File: config.mk
export PLATFORM = sky130hd
export DESIGN_NAME = framed_command_stream_parser_unit_flat
export DESIGN_NICKNAME = d
export VERILOG_FILES = /design/src/rtl/fcsp_pkg.sv /design/src/rtl/fcsp_ifs.sv /design/src/rtl/framed_command_stream_parser_unit.sv /design/src/rtl/fcsp_cfg_regs.sv /design/src/rtl/fcsp_in_stage.sv /design/src/rtl/fcsp_core.sv /design/src/flat_wrapper.sv
export SDC_FILE = /design/constraint.sdc
export NUM_CORES = 1
export LEC_CHECK = 0
export BUFFER_PORTS_ARGS = -buffer_cell sky130_fd_sc_hd__buf_2
export CAP_MARGIN = 10
export CORE_MARGIN = 1
export CORE_UTILIZATION = 33
export CTS_BUF_LIST = sky130_fd_sc_hd__clkbuf_4
export CTS_CLUSTER_DIAMETER = 50
export DETAILED_ROUTE_END_ITERATION = 6
export GPL_ROUTABILITY_DRIVEN = 1
export GPL_TIMING_DRIVEN = 1
export RECOVER_POWER = 50
export SYNTH_ARGS = -nofsm -noshare
export SYNTH_HDL_FRONTEND = slang
export SYNTH_SLANG_ARGS = --single-unit
File: constraint.sdc
create_clock -name i_clk -period 3.8 [get_ports i_clk]
set_input_delay 0.19 -clock i_clk [delete_from_list [all_inputs] [get_ports i_clk]]
set_output_delay 0.19 -clock i_clk [all_outputs]
set_load 0.02 [all_outputs]
File: src/rtl/fcsp_pkg.sv
// Shared types and constants for the framed command stream parser.
package fcsp_pkg;

    localparam int BYTE_W    = 8;
    localparam int KIND_W    = 2;
    localparam int INDEX_W   = 16;
    localparam int CFG_IDX_W = 2;

    typedef logic [BYTE_W-1:0]  t_byte;
    typedef logic [KIND_W-1:0]  t_kind;
    typedef logic [INDEX_W-1:0] t_index;

    localparam t_kind EV_PAYLOAD = 2'd0;
    localparam t_kind EV_ERROR   = 2'd1;
    localparam t_kind EV_END     = 2'd2;

    localparam logic [CFG_IDX_W-1:0] CFG_START     = 2'd0;
    localparam logic [CFG_IDX_W-1:0] CFG_SEPARATOR = 2'd1;
    localparam logic [CFG_IDX_W-1:0] CFG_END       = 2'd2;
    localparam logic [CFG_IDX_W-1:0] CFG_ESCAPE    = 2'd3;

    localparam t_byte START_RST     = 8'd17;
    localparam t_byte SEPARATOR_RST = 8'd30;
    localparam t_byte END_RST       = 8'd4;
    localparam t_byte ESCAPE_RST    = 8'd16;

    typedef struct packed {
        t_byte start_byte;
        t_byte separator_byte;
        t_byte end_byte;
        t_byte escape_byte;
    } t_cfg;

endpackage

File: src/rtl/fcsp_ifs.sv
// Valid/ready channel interfaces for received bytes and parser events.
interface fcsp_rx_if;
    logic                          valid;
    logic                          ready;
    logic [fcsp_pkg::BYTE_W-1:0]   rx_byte;

    modport source(output valid, output rx_byte, input ready);
    modport sink(input valid, input rx_byte, output ready);
endinterface

interface fcsp_ev_if;
    logic                          valid;
    logic                          ready;
    logic [fcsp_pkg::KIND_W-1:0]   event_kind;
    logic [fcsp_pkg::BYTE_W-1:0]   op_code;
    logic [fcsp_pkg::BYTE_W-1:0]   param_id;
    logic [fcsp_pkg::BYTE_W-1:0]   param_size;
    logic [fcsp_pkg::INDEX_W-1:0]  byte_index;
    logic [fcsp_pkg::BYTE_W-1:0]   payload_byte;

    modport source(output valid, output event_kind, output op_code, output param_id,
                   output param_size, output byte_index, output payload_byte,
                   input ready);
    modport sink(input valid, input event_kind, input op_code, input param_id,
                 input param_size, input byte_index, input payload_byte,
                 output ready);
endinterface

File: src/rtl/framed_command_stream_parser_unit.sv
// Top level of the framed command stream parser.
// Takes one received byte per word on i_rx, one word per clock unless o_ev
// stalls; each word is held in the input register and its result in the event
// register until taken. Payload bytes come out as event_kind 0 with op_code,
// param_id, param_size and a 1-based 16-bit byte_index; a framing error (kind 1)
// and end of frame (kind 2) come out on the word after the one that caused them,
// with index and data zero. Words that cause no event are consumed silently. The
// user must set framing bytes through the write port (0 start, 1 separator, 2
// end, 3 escape) only while the parser is idle; the block does not enforce this.
module framed_command_stream_parser_unit (
    input  logic                             i_clk,
    input  logic                             i_rst_n,
    input  logic                             i_cfg_we,
    input  logic [fcsp_pkg::CFG_IDX_W-1:0]   i_cfg_idx,
    input  logic [fcsp_pkg::BYTE_W-1:0]      i_cfg_wdata,
    fcsp_rx_if.sink                          i_rx,
    fcsp_ev_if.source                        o_ev
);
    import fcsp_pkg::*;

    t_cfg  w_cfg;
    logic  w_in_valid;
    t_byte w_in_byte;
    logic  w_take;

    fcsp_cfg_regs u_cfg (
        .i_clk   (i_clk),
        .i_rst_n (i_rst_n),
        .i_we    (i_cfg_we),
        .i_idx   (i_cfg_idx),
        .i_wdata (i_cfg_wdata),
        .o_cfg   (w_cfg)
    );

    fcsp_in_stage u_in (
        .i_clk   (i_clk),
        .i_rst_n (i_rst_n),
        .i_rx    (i_rx),
        .i_take  (w_take),
        .o_valid (w_in_valid),
        .o_byte  (w_in_byte)
    );

    fcsp_core u_core (
        .i_clk   (i_clk),
        .i_rst_n (i_rst_n),
        .i_cfg   (w_cfg),
        .i_valid (w_in_valid),
        .i_byte  (w_in_byte),
        .o_take  (w_take),
        .o_ev    (o_ev)
    );

endmodule

File: src/rtl/fcsp_cfg_regs.sv
// Framing byte configuration registers with write port.
module fcsp_cfg_regs (
    input  logic                             i_clk,
    input  logic                             i_rst_n,
    input  logic                             i_we,
    input  logic [fcsp_pkg::CFG_IDX_W-1:0]   i_idx,
    input  logic [fcsp_pkg::BYTE_W-1:0]      i_wdata,
    output fcsp_pkg::t_cfg                   o_cfg
);
    import fcsp_pkg::*;

    t_cfg r_cfg;

    always_ff @(posedge i_clk) begin
        if (!i_rst_n) begin
            r_cfg.start_byte     <= START_RST;
            r_cfg.separator_byte <= SEPARATOR_RST;
            r_cfg.end_byte       <= END_RST;
            r_cfg.escape_byte    <= ESCAPE_RST;
        end else if (i_we) begin
            case (i_idx)
                CFG_START:     r_cfg.start_byte     <= i_wdata;
                CFG_SEPARATOR: r_cfg.separator_byte <= i_wdata;
                CFG_END:       r_cfg.end_byte       <= i_wdata;
                CFG_ESCAPE:    r_cfg.escape_byte    <= i_wdata;
                default: ;
            endcase
        end
    end

    assign o_cfg = r_cfg;

endmodule

File: src/rtl/fcsp_in_stage.sv
// Input register stage for received words.
module fcsp_in_stage (
    input  logic                          i_clk,
    input  logic                          i_rst_n,
    fcsp_rx_if.sink                       i_rx,
    input  logic                          i_take,
    output logic                          o_valid,
    output logic [fcsp_pkg::BYTE_W-1:0]   o_byte
);
    import fcsp_pkg::*;

    logic  r_valid;
    t_byte r_byte;
    logic  w_ready;

    assign w_ready    = !r_valid || i_take;
    assign i_rx.ready = w_ready;

    always_ff @(posedge i_clk) begin
        if (!i_rst_n) begin
            r_valid <= 1'b0;
        end else if (w_ready) begin
            r_valid <= i_rx.valid;
        end
    end

    always_ff @(posedge i_clk) begin
        if (w_ready && i_rx.valid) begin
            r_byte <= i_rx.rx_byte;
        end
    end

    assign o_valid = r_valid;
    assign o_byte  = r_byte;

endmodule

File: src/rtl/fcsp_core.sv
// Framing state machine and event output register.
module fcsp_core (
    input  logic                          i_clk,
    input  logic                          i_rst_n,
    input  fcsp_pkg::t_cfg                i_cfg,
    input  logic                          i_valid,
    input  logic [fcsp_pkg::BYTE_W-1:0]   i_byte,
    output logic                          o_take,
    fcsp_ev_if.source                     o_ev
);
    import fcsp_pkg::*;

    typedef enum logic [2:0] {
        MODE_WAIT    = 3'd0,
        MODE_OP      = 3'd1,
        MODE_PARAM   = 3'd2,
        MODE_PAYLOAD = 3'd3,
        MODE_END     = 3'd4,
        MODE_ERROR   = 3'd5
    } t_mode;

    t_mode  r_mode,  n_mode;
    t_byte  r_op,    n_op;
    t_byte  r_param, n_param;
    t_byte  r_size,  n_size;
    t_index r_count, n_count;
    t_byte  r_prev,  n_prev;

    logic   r_out_valid;
    t_kind  r_out_kind,  n_out_kind;
    t_byte  r_out_op;
    t_byte  r_out_param;
    t_byte  r_out_size;
    t_index r_out_index, n_out_index;
    t_byte  r_out_data,  n_out_data;

    logic   w_take;
    logic   w_work;
    logic   w_emit;
    t_index w_size_ext;
    t_index w_count_inc;

    assign w_take      = !r_out_valid || o_ev.ready;
    assign w_work      = i_valid && w_take;
    assign o_take      = w_take;
    assign w_size_ext  = {{(INDEX_W-BYTE_W){1'b0}}, r_size};
    assign w_count_inc = r_count + 1'b1;

    always_comb begin
        n_mode      = r_mode;
        n_op        = r_op;
        n_param     = r_param;
        n_size      = r_size;
        n_count     = r_count;
        n_prev      = r_prev;
        w_emit      = 1'b0;
        n_out_kind  = EV_PAYLOAD;
        n_out_index = '0;
        n_out_data  = '0;
        if (w_work) begin
            n_prev = i_byte;
            case (r_mode)
                MODE_WAIT: begin
                    if (i_byte == i_cfg.start_byte) n_mode = MODE_OP;
                end
                MODE_OP: begin
                    n_op   = i_byte;
                    n_mode = MODE_PARAM;
                end
                MODE_PARAM: begin
                    if (r_prev == i_cfg.separator_byte && i_byte == i_cfg.end_byte) begin
                        n_mode = MODE_END;
                    end else if (r_param == r_prev) begin
                        n_size = i_byte;
                        n_mode = MODE_PAYLOAD;
                    end else begin
                        n_param = i_byte;
                    end
                end
                MODE_PAYLOAD: begin
                    if (r_prev == i_cfg.escape_byte && i_byte == i_cfg.separator_byte) begin
                        n_count = '0;
                        n_mode  = MODE_PARAM;
                    end else if (r_size != '0 && w_size_ext == r_count) begin
                        n_mode  = (i_byte == i_cfg.separator_byte) ? MODE_PARAM : MODE_ERROR;
                        n_count = '0;
                    end else begin
                        n_count = w_count_inc;
                        if (r_size == '0 || w_count_inc <= w_size_ext) begin
                            w_emit      = 1'b1;
                            n_out_kind  = EV_PAYLOAD;
                            n_out_index = w_count_inc;
                            n_out_data  = i_byte;
                        end
                    end
                end
                MODE_ERROR: begin
                    w_emit     = 1'b1;
                    n_out_kind = EV_ERROR;
                    n_mode     = MODE_END;
                end
                MODE_END: begin
                    w_emit     = 1'b1;
                    n_out_kind = EV_END;
                    n_op       = '0;
                    n_param    = '0;
                    n_size     = '0;
                    n_count    = '0;
                    n_mode     = MODE_WAIT;
                end
                default: ;
            endcase
        end
    end

    always_ff @(posedge i_clk) begin
        if (!i_rst_n) begin
            r_mode      <= MODE_WAIT;
            r_op        <= '0;
            r_param     <= '0;
            r_size      <= '0;
            r_count     <= '0;
            r_prev      <= '0;
            r_out_valid <= 1'b0;
        end else begin
            r_mode  <= n_mode;
            r_op    <= n_op;
            r_param <= n_param;
            r_size  <= n_size;
            r_count <= n_count;
            r_prev  <= n_prev;
            if (w_take) r_out_valid <= w_emit;
            if (w_emit) begin
                // event carries held values from before this word's update
                r_out_kind  <= n_out_kind;
                r_out_op    <= r_op;
                r_out_param <= r_param;
                r_out_size  <= r_size;
                r_out_index <= n_out_index;
                r_out_data  <= n_out_data;
            end
        end
    end

    assign o_ev.valid        = r_out_valid;
    assign o_ev.event_kind   = r_out_kind;
    assign o_ev.op_code      = r_out_op;
    assign o_ev.param_id     = r_out_param;
    assign o_ev.param_size   = r_out_size;
    assign o_ev.byte_index   = r_out_index;
    assign o_ev.payload_byte = r_out_data;

    a_wait_cleared: assert property (@(posedge i_clk) disable iff (!i_rst_n)
        r_mode == MODE_WAIT |-> r_op == '0 && r_param == '0 && r_size == '0 && r_count == '0)
        else $error("held frame state not cleared while waiting for start");

    a_count_bound: assert property (@(posedge i_clk) disable iff (!i_rst_n)
        r_size != '0 |-> r_count <= w_size_ext)
        else $error("payload count ran past declared size");

    a_error_event: assert property (@(posedge i_clk) disable iff (!i_rst_n)
        w_work && r_mode == MODE_ERROR |=>
            r_out_valid && r_out_kind == EV_ERROR && r_mode == MODE_END)
        else $error("error mode did not produce error event");

    a_event_zero_fields: assert property (@(posedge i_clk) disable iff (!i_rst_n)
        r_out_valid && (r_out_kind == EV_ERROR || r_out_kind == EV_END) |->
            r_out_index == '0 && r_out_data == '0)
        else $error("framing event carries payload data");

    a_sized_index: assert property (@(posedge i_clk) disable iff (!i_rst_n)
        r_out_valid && r_out_kind == EV_PAYLOAD && r_out_size != '0 |->
            r_out_index != '0 && r_out_index <= {{(INDEX_W-BYTE_W){1'b0}}, r_out_size})
        else $error("sized payload index out of range");

endmodule

File: src/flat_wrapper.sv
// flat-port wrapper written by rule: the top's interface ports become plain ports
module framed_command_stream_parser_unit_flat import fcsp_pkg::*;
  (i_clk, i_rst_n, i_cfg_we, i_cfg_idx, i_cfg_wdata, i_rx_valid, i_rx_rx_byte, i_rx_ready, o_ev_valid, o_ev_event_kind, o_ev_op_code, o_ev_param_id, o_ev_param_size, o_ev_byte_index, o_ev_payload_byte, o_ev_ready);
  fcsp_rx_if i_rx_i ();
  fcsp_ev_if o_ev_i ();
  input  logic i_clk;
  input  logic i_rst_n;
  input  logic i_cfg_we;
  input  logic [fcsp_pkg::CFG_IDX_W-1:0] i_cfg_idx;
  input  logic [fcsp_pkg::BYTE_W-1:0] i_cfg_wdata;
  input wire logic [$bits(i_rx_i.valid)-1:0] i_rx_valid;
  input wire logic [$bits(i_rx_i.rx_byte)-1:0] i_rx_rx_byte;
  output wire logic [$bits(i_rx_i.ready)-1:0] i_rx_ready;
  output wire logic [$bits(o_ev_i.valid)-1:0] o_ev_valid;
  output wire logic [$bits(o_ev_i.event_kind)-1:0] o_ev_event_kind;
  output wire logic [$bits(o_ev_i.op_code)-1:0] o_ev_op_code;
  output wire logic [$bits(o_ev_i.param_id)-1:0] o_ev_param_id;
  output wire logic [$bits(o_ev_i.param_size)-1:0] o_ev_param_size;
  output wire logic [$bits(o_ev_i.byte_index)-1:0] o_ev_byte_index;
  output wire logic [$bits(o_ev_i.payload_byte)-1:0] o_ev_payload_byte;
  input wire logic [$bits(o_ev_i.ready)-1:0] o_ev_ready;
  assign i_rx_i.valid = i_rx_valid;
  assign i_rx_i.rx_byte = i_rx_rx_byte;
  assign i_rx_ready = i_rx_i.ready;
  assign o_ev_valid = o_ev_i.valid;
  assign o_ev_event_kind = o_ev_i.event_kind;
  assign o_ev_op_code = o_ev_i.op_code;
  assign o_ev_param_id = o_ev_i.param_id;
  assign o_ev_param_size = o_ev_i.param_size;
  assign o_ev_byte_index = o_ev_i.byte_index;
  assign o_ev_payload_byte = o_ev_i.payload_byte;
  assign o_ev_i.ready = o_ev_ready;
  framed_command_stream_parser_unit u_core (.i_clk(i_clk), .i_rst_n(i_rst_n), .i_cfg_we(i_cfg_we), .i_cfg_idx(i_cfg_idx), .i_cfg_wdata(i_cfg_wdata), .i_rx(i_rx_i), .o_ev(o_ev_i));
endmodule
==> results.ini, run 1 <==
[final_layout]
seq_area_mm2 = 0.003443
syn2layout_area_growth_pct = 14.76
multiInputGateArea_mm2 = 0.002819
drive_above_1_share_pct = 11.11
fin_nets = 757
most-common-layout-cells = dfxtp_1, nor2_1, nand2_1
mostFrequentLayoutCell = dfxtp_1
fillCellCount = 1963
design_area_mm2 = 0.007502

[yosys]
yosysTopAreaCellShare_pct = 26.64
yosysSeqAreaShare_pct = 52.67
ys_async_sr_fraction_pct = 0
syn_avg_cell_area_um2 = 10.18
synth.area.top_cells = edfxtp_1, dfxtp_1, mux2i_1
yosys.area.top_type = edfxtp_1
synth_flop_cell = dfxtp_1
synth-edff-count = 58
yosys_warnings = 0
syn_inst = 642
ys_types = 54
synth.cell_area_mm2 = 0.006538
syn_nets = 674
synth_seq_cells = 143

[setup_path]
path_delay_family = simple AND/OR/NAND/NOR gates
crit_top_cell = ha_1
crit_buf_inv = 2
reg2regPathDepth = 13
critPathMaxStageDelay_ps = 490
slowest_stage = dfxtp_1
start_kind = register
cp-end-kind = register
r2r_slack_ps = 450
crit_fanout = 24
reg2reg_to = u_core.u_core.o_ev.byte_index[6]
required_ps = 4020
worstPathCellList = ha_1 > nand3_2 > nor2_1 > xnor2_1 > inv_1 > ha_1 > nand4_1 > a21oi_1 > o22ai_1 > a41oi_2 > nand2b_4 > a21oi_4 > buf_4
critPathKind = reg -> reg
worstPathArrival_ps = 3570
r2r-start = u_core.u_core.r_count[0]

[timing]
rsz0062_at_grt = false
finalMaxSlewViolations = 0
finalSetupViolCount = 0
timing.fmax_ghz = 0.2983
worstMarginPinSlew_ps = 1455
hold_viol = 0
fin_tns_setup_ps = 0
layout_setup_ws_ps = 447.5
fin_hold_ws_ps = 69.16
fin_crit_ps = 3352
slew_headroom_pct = 3.032
fin_crit_sh_pct = 88.22
fin_skew_ps = 18.13

[die]
row_count = 51
start_util_pct = 33.59
dieArea_mm2 = 0.02038
core_area_mm2 = 0.01946
die_h_um = 142.8
die_w_um = 142.8
ios = 75

[placement]
portBuffers = 74
place_area_mm2 = 0.007137
dpl_worst_slack_ps = 504.2
dp_hpwl_um = 10820
gp_congestion = 0.8167

[routing]
routed_wl_um = 15420
dr_total_vias = 4715
postRouteAntennaNets = 0
drt_iter0_markers = 326
detail_route.wl_per_cell_um = 15.36
route.detailed.drc = 0
drt-pass1-iter-count = 5
routed_via_density = 4.696

[worst_hold_path]
hold_end = u_core.u_cfg.o_cfg[11]
hold_depth = 4
hold_path_class = in -> reg
worstHoldStart = i_cfg_idx[0]

[global_routing]
antenna_found_initial = 1
use_met1_pct = 22.62
grt_pass1_vias = 4480
grt_overflow = 0
grt_max_degree = 60
top_usage_layer = met2
met2_usage_pct = 23.99
globalRouteTotalUtil_pct = 16.13
grt_pass1_wl_um = 24350
grt_use_met3_pct = 3.454

[clock_tree]
clockBufferDepth = 2
cts.sinks = 143
htreeDepth = 4
cts_tree = yes
clk_pin_slew_ps = 130
cts_root_buf = clkbuf_4
clk_latency_ps = 550
post-cts-setup-buffers = 0
cts_inserted_buffers = 17

[power]
ir_drop_mv = 0.1664
leakagePower_nw = 2.719
p_per_area_mw_per_mm2 = 370.1

[flow_run]
drv_cap = 0

[outcome]
outcome = finished, final reports clean

area by class of cell:
type	instances	share of cell area, %
repair buffers	103	7.522
inverters	24	1.201
clock inverters	14	1.551
diodes	1	0.03336
clock buffers	18	1.801
flip-flops and latches	143	45.90
multi-input cells	436	37.57
well taps	265	4.420
cell usage after synthesis, types with 2 or more instances:
cell / count
clkinv_1: 2
o211a_1: 6
nor3_2: 2
a22oi_1: 12
ha_1: 9
edfxtp_1: 58
clkbuf_1: 13
nor4_2: 3
nor3b_1: 2
and3_1: 3
mux2i_1: 34
dfxtp_1: 85
or2_2: 2
buf_1: 4
and2_1: 5
nand3_1: 8
xor2_1: 34
a211oi_1: 3
and4_1: 2
o21ai_1: 2
a21oi_2: 2
nand3_2: 3
xnor2_1: 36
buf_2: 19
o211ai_1: 7
o21ai_0: 3
inv_1: 22
nor2b_1: 16
nand4_1: 12
nand2_1: 79
a21oi_1: 38
nor4_1: 9
nor3_1: 5
nor2_1: 80
buf_6: 3
kinds of logic (layout without fill, tap and decap cells):
group | Yosys count | after routing | share of synthesized area, %
AO/OA/AOI/OAI | 84 | 84 | 8.938
multiplexers | 34 | 34 | 5.206
AND/OR/NAND/NOR | 239 | 239 | 17.76
XOR/XNOR | 70 | 70 | 9.378
adder cells (fa/ha/maj) | 9 | 9 | 1.723
buffers and inverters | 63 | 159 | 4.325
other | 0 | 1 | 0
flip-flops | 143 | 143 | 52.67
routing by layer:
layer	wire, um	share of wire (%)
met5	0	0
met4	244	1.6
met3	614	4.0
met2	6863	45
met1	7697	50
sequential cells by signal (all words and copies together), names as in the netlist:
name / flops
u_core.u_cfg.o_cfg: 32
u_core.u_core.o_ev.byte_index: 16
u_core.u_core.o_ev.event_kind: 2
u_core.u_core.o_ev.op_code: 8
u_core.u_core.o_ev.param_id: 8
u_core.u_core.o_ev.param_size: 8
u_core.u_core.o_ev.payload_byte: 8
u_core.u_core.o_ev.valid: 1
u_core.u_core.r_count: 16
u_core.u_core.r_mode: 3
u_core.u_core.r_op: 8
u_core.u_core.r_param: 8
u_core.u_core.r_prev: 8
u_core.u_core.r_size: 8
u_core.u_in.o_byte: 8
u_core.u_in.o_valid: 1
report_power, final:
part	total [mW]	leakage (nW)	internal [mW]	switching (mW)
clock network	0.890	0.128	0.328	0.562
logic	0.230	1.38	0.102	0.128
registers	1.66	1.21	1.62	0.0375
total	2.78	2.72	2.05	0.728
worst max path at each step:
| stage | startpoint | to | slack (ps) | cells past startpoint |
|---|---|---|---|---|
| after floorplan | u_core.u_core.r_count[0] | u_core.u_core.o_ev.byte_index[0] | 400 | 13 |
| after global placement | u_core.u_core.r_count[0] | u_core.u_core.o_ev.op_code[7] | 580 | 13 |
| after detailed placement | u_core.u_core.r_count[0] | u_core.u_core.o_ev.op_code[0] | 500 | 13 |
| after CTS | u_core.u_core.r_count[0] | u_core.u_core.o_ev.byte_index[6] | 440 | 13 |
| after global routing | u_core.u_core.r_count[0] | u_core.u_core.o_ev.byte_index[2] | 150 | 13 |
| final | u_core.u_core.r_count[0] | u_core.u_core.o_ev.byte_index[6] | 450 | 13 |
worst register-to-register path: stages (launching register included):
cell	delay (ps)
dfxtp_1	490
ha_1	250
nand3_2	180
nor2_1	180
xnor2_1	150
inv_1	90
ha_1	320
nand4_1	90
a21oi_1	50
o22ai_1	190
a41oi_2	150
nand2b_4	310
a21oi_4	210
buf_4	350
metrics by stage:
stage | utilization (%) | power, mW | instances
after detailed placement | 36.67 | 1.907 | 953
after floorplan | - | 1.835 | 642
final | 38.55 | 2.776 | 1004
after global routing | 38.55 | 2.909 | 1004
after global placement | 36.67 | 1.905 | 953
after CTS | 38.89 | 2.807 | 1003
timing repair:
action	CTS	global route
hold buffers	18	0
hold endpoints to repair	41	0
resized for setup	0	0
Power figures use the tool's default switching activity.
==> run 2, diff against run 1 <==
==> constraint.sdc (replaced) <==
create_clock -name i_clk -period 3.8 [get_ports i_clk]
set_input_delay 0.95 -clock i_clk [delete_from_list [all_inputs] [get_ports i_clk]]
set_output_delay 0.95 -clock i_clk [all_outputs]
set_load 0.02 [all_outputs]
==> results.ini, run 2 (synthesis gave the netlist of run 1 again) <==
[clock_tree]
clk_latency_ps = 560  ; about the same
cts_root_buf = clkbuf_4
clk_pin_slew_ps = 130  ; about the same
cts-hold-fix-buffers = 0  ; -18
cts_resized = 0  ; unchanged
cts_tree = yes
cts_inserted_buffers = 17  ; unchanged
post-cts-setup-buffers = 0  ; unchanged
clockBufferDepth = 2  ; unchanged
cts.sinks = 143  ; unchanged
htreeDepth = 4  ; unchanged

[routing]
postRouteAntennaNets = 0  ; unchanged
detail_route.wl_per_cell_um = 15.92  ; +3.7%
route.detailed.drc = 0  ; unchanged
routed_wl_um = 15700  ; +1.8%
drt_iter0_markers = 317  ; -2.8%
drt-pass1-iter-count = 4  ; -1
dr_total_vias = 4719  ; +0.085%
routed_via_density = 4.786  ; +1.9%

[placement]
portBuffers = 74  ; unchanged
dp_hpwl_um = 10920  ; +0.97%
dpl_worst_slack_ps = 424.4  ; -79.84 ps
dp_cells = 953  ; unchanged
gp_congestion = 0.8301  ; +1.6%
place_area_mm2 = 0.007137  ; unchanged

[die]
core_area_mm2 = 0.01946  ; unchanged
ios = 75  ; unchanged
row_count = 51  ; unchanged
die_h_um = 142.8  ; unchanged
start_util_pct = 33.59  ; unchanged
die_w_um = 142.8  ; unchanged
dieArea_mm2 = 0.02038  ; unchanged

[timing]
hold_viol = 0  ; unchanged
fin_skew_ps = 18.16  ; +0.03100 ps
finalMaxSlewViolations = 60  ; +60
rsz0062_at_grt = false
worstMarginPinSlew_ps = 2828  ; +1374 ps
fin_hold_ws_ps = 447.2  ; +378.0 ps
timing.fmax_ghz = 0.2872  ; -3.7%
fin_crit_sh_pct = 91.62  ; +3.4 points
fin_tns_setup_ps = 0  ; unchanged
layout_setup_ws_ps = 318.6  ; -128.9 ps
finalSetupViolCount = 0  ; unchanged
fin_crit_ps = 3481  ; +128.9 ps
slew_headroom_pct = -88.54  ; -92 points

[setup_path]
crit_fanout = 29  ; +21%
r2r-start = u_core.u_core.r_count[2]
required_ps = 4030  ; about the same
start_kind = register
crit_buf_inv = 1  ; -1
critPathKind = reg -> reg
worstPathArrival_ps = 3710  ; +140 ps
worstSetupStartpoint = u_core.u_core.r_count[2]
cp-end-kind = register
critPathMaxStageDelay_ps = 490  ; about the same
path_delay_family = simple AND/OR/NAND/NOR gates
worstPathCellList = nand4_2 > nor2_1 > xor2_1 > ha_1 > a21oi_1 > o21ai_0 > o22ai_1 > a41oi_2 > nand2b_4 > a21oi_4 > buf_4
r2r_slack_ps = 320  ; -130 ps
slowest_stage = dfxtp_1

[power]
seq_power_share_pct = 57.5  ; -2.1 points
ir_drop_mv = 0.1756  ; +5.5%
p_sw_share_pct = 24.70  ; -1.5 points
p_sw_uw = 714.3  ; -1.9%
p_per_area_mw_per_mm2 = 392.2  ; +6.0%
p_int_mw = 2.178  ; +6.3%
clkPwrFrac_pct = 35.3  ; +3.2 points
leakagePower_nw = 2.718  ; about the same
pwr-share-comb_pct = 7.2  ; -1.1 points
finalPower_mw = 2.892  ; +4.2%

[global_routing]
grt_pass1_vias = 4631  ; +3.4%
grt_max_degree = 60  ; unchanged
globalRouteTotalUtil_pct = 16.58  ; +0.45 points
antenna_found_initial = 1  ; unchanged
grt_pass1_wl_um = 25360  ; +4.1%
grt_overflow = 0  ; unchanged

[flow_run]
drv_cap = 1  ; +1

[final_layout]
most-common-layout-cells = dfxtp_1, nor2_1, nand2_1
largest_reg_flops = 32  ; unchanged
fin_nets = 739  ; -2.4%
fin_util_pct = 37.89  ; -0.66 points
fillCellCount = 1970  ; +0.36%
design_area_mm2 = 0.007375  ; -1.7%
syn2layout_area_growth_pct = 12.80
drive_above_1_share_pct = 13.19  ; +2.1 points
mostFrequentLayoutCell = dfxtp_1
stdcell_count = 986  ; -1.8%

[outcome]
failed_checks = capacitance limit, slew limit
outcome = finished with violations

[worst_hold_path]
worstHoldStart = u_core.u_core.r_op[5]
hold_path_class = reg -> reg

run 2: changes by cell type in the layout (fill, tap and decap cells not counted), sizes merged:
| cell | previous run | this run |
|---|---|---|
| buf | 31 | 44 |
| inv | 25 | 22 |
| clkinv | 8 | 11 |
| dlygate4sd3 | 18 | 0 |
| bufinv | 1 | 3 |
| clkbuf | 72 | 61 |
| clkinvlp | 4 | 0 |
run 2: final cells by class:
cell class                 instances  area, um2  area share [%]
clock inverter                    12      143.9           1.951
timing repair buffer              85      394.1           5.344
sequential                       143       3443           46.69
clock buffer                      20      150.1           2.036
tap                              265      331.6           4.496
inverter                          24      90.09           1.222
multi-input combinational        436       2819           38.23
antenna                            1      2.502         0.03393
run 2: final timing paths:
| check | to | cells after the start |
|---|---|---|
| min reg2reg | u_core.u_core.o_ev.op_code[5] | 0 |
| max reg2reg | u_core.u_core.o_ev.param_id[1] | 11 |
| max | u_core.u_core.o_ev.param_id[1] | 11 |
| min | u_core.u_core.o_ev.op_code[5] | 0 |
run 2: layer usage:
layer / part of all wire (%) / wire length [um] / track usage, %
met1: 50 / 7781 / 23.50
met5: 0 / 0 / 0
met3: 6.3 / 992 / 4.192
met2: 42 / 6581 / 24.12
met4: 2.2 / 344 / 6.112
run 2: worst register-to-register path, stage by stage (launching register included):
cell and delay (ps):
dfxtp_1 490, nand4_2 300, nor2_1 320, xor2_1 240, ha_1 300, a21oi_1 160
o21ai_0 110, o22ai_1 220, a41oi_2 160, nand2b_4 310, a21oi_4 210, buf_4 350
run 2: power by group through the flow:
stage	Sequential, mW	Clock [mW]	Combinational [mW]
detailed placement	1.70	0	0.209
global route	1.67	1.10	0.233
floorplan	1.67	0	0.163
finish	1.66	1.02	0.208
global placement	1.70	0	0.207
CTS	1.66	1.05	0.210
==> run 3, diff against run 2 <==
GPL_TIMING_DRIVEN = 0   (was 1)
RECOVER_POWER = default   (was 50)
==> results.ini, run 3 (synthesis gave the netlist of run 1 again) <==
[timing]
timing.fmax_ghz = 0.2888  ; +0.55%
fin_crit_sh_pct = 91.11  ; -0.50 points
rsz0062_at_grt = false
finalMaxSlewViolations = 0  ; -100%
finalSetupViolCount = 0  ; unchanged
layout_setup_ws_ps = 337.7  ; +19.07 ps
worstMarginPinSlew_ps = 933.4  ; -1895 ps
hold_viol = 0  ; unchanged
fin_skew_ps = 26.54  ; +8.378 ps
fin_crit_ps = 3462  ; -19.07 ps
slew_headroom_pct = 37.26  ; +130 points

[placement]
dpl_worst_slack_ps = 174.8  ; -249.6 ps
dp_hpwl_um = 11440  ; +4.8%
portBuffers = 73  ; -1.4%
dp_cells = 982  ; +3.0%
gp_congestion = 0.8383  ; +0.99%

[clock_tree]
cts_tree = yes
clockBufferDepth = 2  ; unchanged
clk_latency_ps = 560  ; about the same
cts.sinks = 143  ; unchanged
htreeDepth = 4  ; unchanged
cts-hold-fix-buffers = 0  ; unchanged
cts_resized = 0  ; unchanged
cts_inserted_buffers = 17  ; unchanged
cts_root_buf = clkbuf_4
post-cts-setup-buffers = 0  ; unchanged
clk_pin_slew_ps = 120  ; about the same

[final_layout]
multiInputGateArea_mm2 = 0.002819  ; unchanged
fin_nets = 769  ; +4.1%
syn2layout_area_growth_pct = 17.00
seq_area_mm2 = 0.003443  ; unchanged
largest_reg_flops = 32  ; unchanged
fillCellCount = 1942  ; -1.4%
mostFrequentLayoutCell = buf_2
stdcell_count = 1016  ; +3.0%
drive_above_1_share_pct = 20.13  ; +6.9 points
most-common-layout-cells = buf_2, dfxtp_1, nor2_1

[worst_hold_path]
hold_depth = 0  ; unchanged
worstHoldStart = u_core.u_core.r_op[0]
hold_path_class = reg -> reg
hold_end = u_core.u_core.o_ev.op_code[0]

[setup_path]
worstPathArrival_ps = 3730  ; +20 ps
worstPathCellList = nand4_2 > nor2_1 > xor2_1 > ha_1 > a21oi_1 > o21ai_0 > o22ai_1 > a41oi_2 > nand2b_4 > buf_6 > a21oi_4 > buf_16 > buf_16
r2r-start = u_core.u_core.r_count[0]
reg2regPathDepth = 13  ; +2
reg2reg_to = u_core.u_core.o_ev.byte_index[0]
critPathKind = reg -> reg
r2r_slack_ps = 340  ; +20 ps
crit_fanout = 25  ; -14%
slowest_stage = dfxtp_1
cp-end-kind = register
critPathMaxStageDelay_ps = 500  ; about the same
required_ps = 4060  ; +30 ps
crit_top_cell = buf_16
start_kind = register
worstSetupStartpoint = u_core.u_core.r_count[0]

[die]
row_count = 51  ; unchanged
dieArea_mm2 = 0.02038  ; unchanged
die_h_um = 142.8  ; unchanged
start_util_pct = 33.59  ; unchanged
ios = 75  ; unchanged
die_w_um = 142.8  ; unchanged
core_area_mm2 = 0.01946  ; unchanged

[routing]
dr_total_vias = 4731  ; +0.25%
detail_route.wl_per_cell_um = 15.74  ; -1.2%
routed_via_density = 4.656  ; -2.7%
postRouteAntennaNets = 0  ; unchanged
drt-pass1-iter-count = 5  ; +1
routed_wl_um = 15990  ; +1.8%
drt_iter0_markers = 282  ; -11%
route.detailed.drc = 0  ; unchanged

[outcome]
outcome = finished, final reports clean

[global_routing]
top_usage_layer = met2
grt_overflow = 0  ; unchanged
antenna_found_initial = 1  ; unchanged
grt_max_degree = 26  ; -57%
met2_usage_pct = 25.75  ; +1.6 points
use_met1_pct = 22.35  ; -1.1 points
grt_use_met3_pct = 3.622  ; -0.57 points
grt_pass1_vias = 4552  ; -1.7%
grt_pass1_wl_um = 25020  ; -1.3%
globalRouteTotalUtil_pct = 16.41  ; -0.17 points

[power]
ir_drop_mv = 0.1949  ; +11%
leakagePower_nw = 2.936  ; +8.0%
p_per_area_mw_per_mm2 = 398.6  ; +1.6%

[flow_run]
drv_cap = 0  ; -1

-- run 3: area by class of cell --
class	instances	share of cell area [%]
Multi-Input combinational cell	436	36.86
Antenna cell	1	0.03272
Clock buffer	20	1.963
Clock inverter	12	2.503
Sequential cell	143	45.02
Buffer	39	2.519
Timing Repair Buffer	76	5.595
Tap cell	265	4.335
Inverter	24	1.178
-- run 3: critical path, delay by kind of cell, from the launching register on --
family	cells	cell delay, ps
xor gates and xnor gates	1	240
buffers and inverters	3	530
and+or+nand+nor	3	810
adders and majority gates	1	290
AOI/OAI and AO/OA	5	770
DFF	1	500
-- run 3: metal layers --
metal	share of wire, %	wire length (um)
met2	45	7259
met1	48	7731
met5	0	0
met3	5.2	825
met4	1.1	174
-- run 3: how the worst max path moves through the flow --
stage / to / slack (ps) / cells after the start
finish: u_core.u_core.o_ev.byte_index[0] / 340 / 13
global route: u_core.u_core.o_ev.byte_index[0] / 90 / 13
CTS: u_core.u_core.o_ev.byte_index[0] / 90 / 13
detailed placement: u_core.u_core.o_ev.param_id[4] / 170 / 13
global placement: u_core.u_core.o_ev.param_id[4] / -410 / 11
floorplan: u_core.u_core.o_ev.byte_index[0] / 400 / 13
-- run 3: per-stage QoR --
stage	power (mW)	TNS [ps]	utilization (%)	hold slack, ps	cell area [um2]
global placement	1.911	-20480	37.21	411.4	7242
CTS	3.077	0	39.25	433.4	7639
detailed placement	1.913	0	37.49	420.0	7297
global route	3.159	0	39.30	447.2	7649
finish	3.049	0	39.30	438.0	7649
floorplan	1.835	0	-	409.1	6545
-- run 3: power by group --
group | switching, mW | internal [mW] | leakage, nW | total (mW)
clock network | 0.561 | 0.608 | 0.193 | 1.17
registers | 0.0272 | 1.62 | 1.21 | 1.65
logic | 0.143 | 0.0919 | 1.53 | 0.234
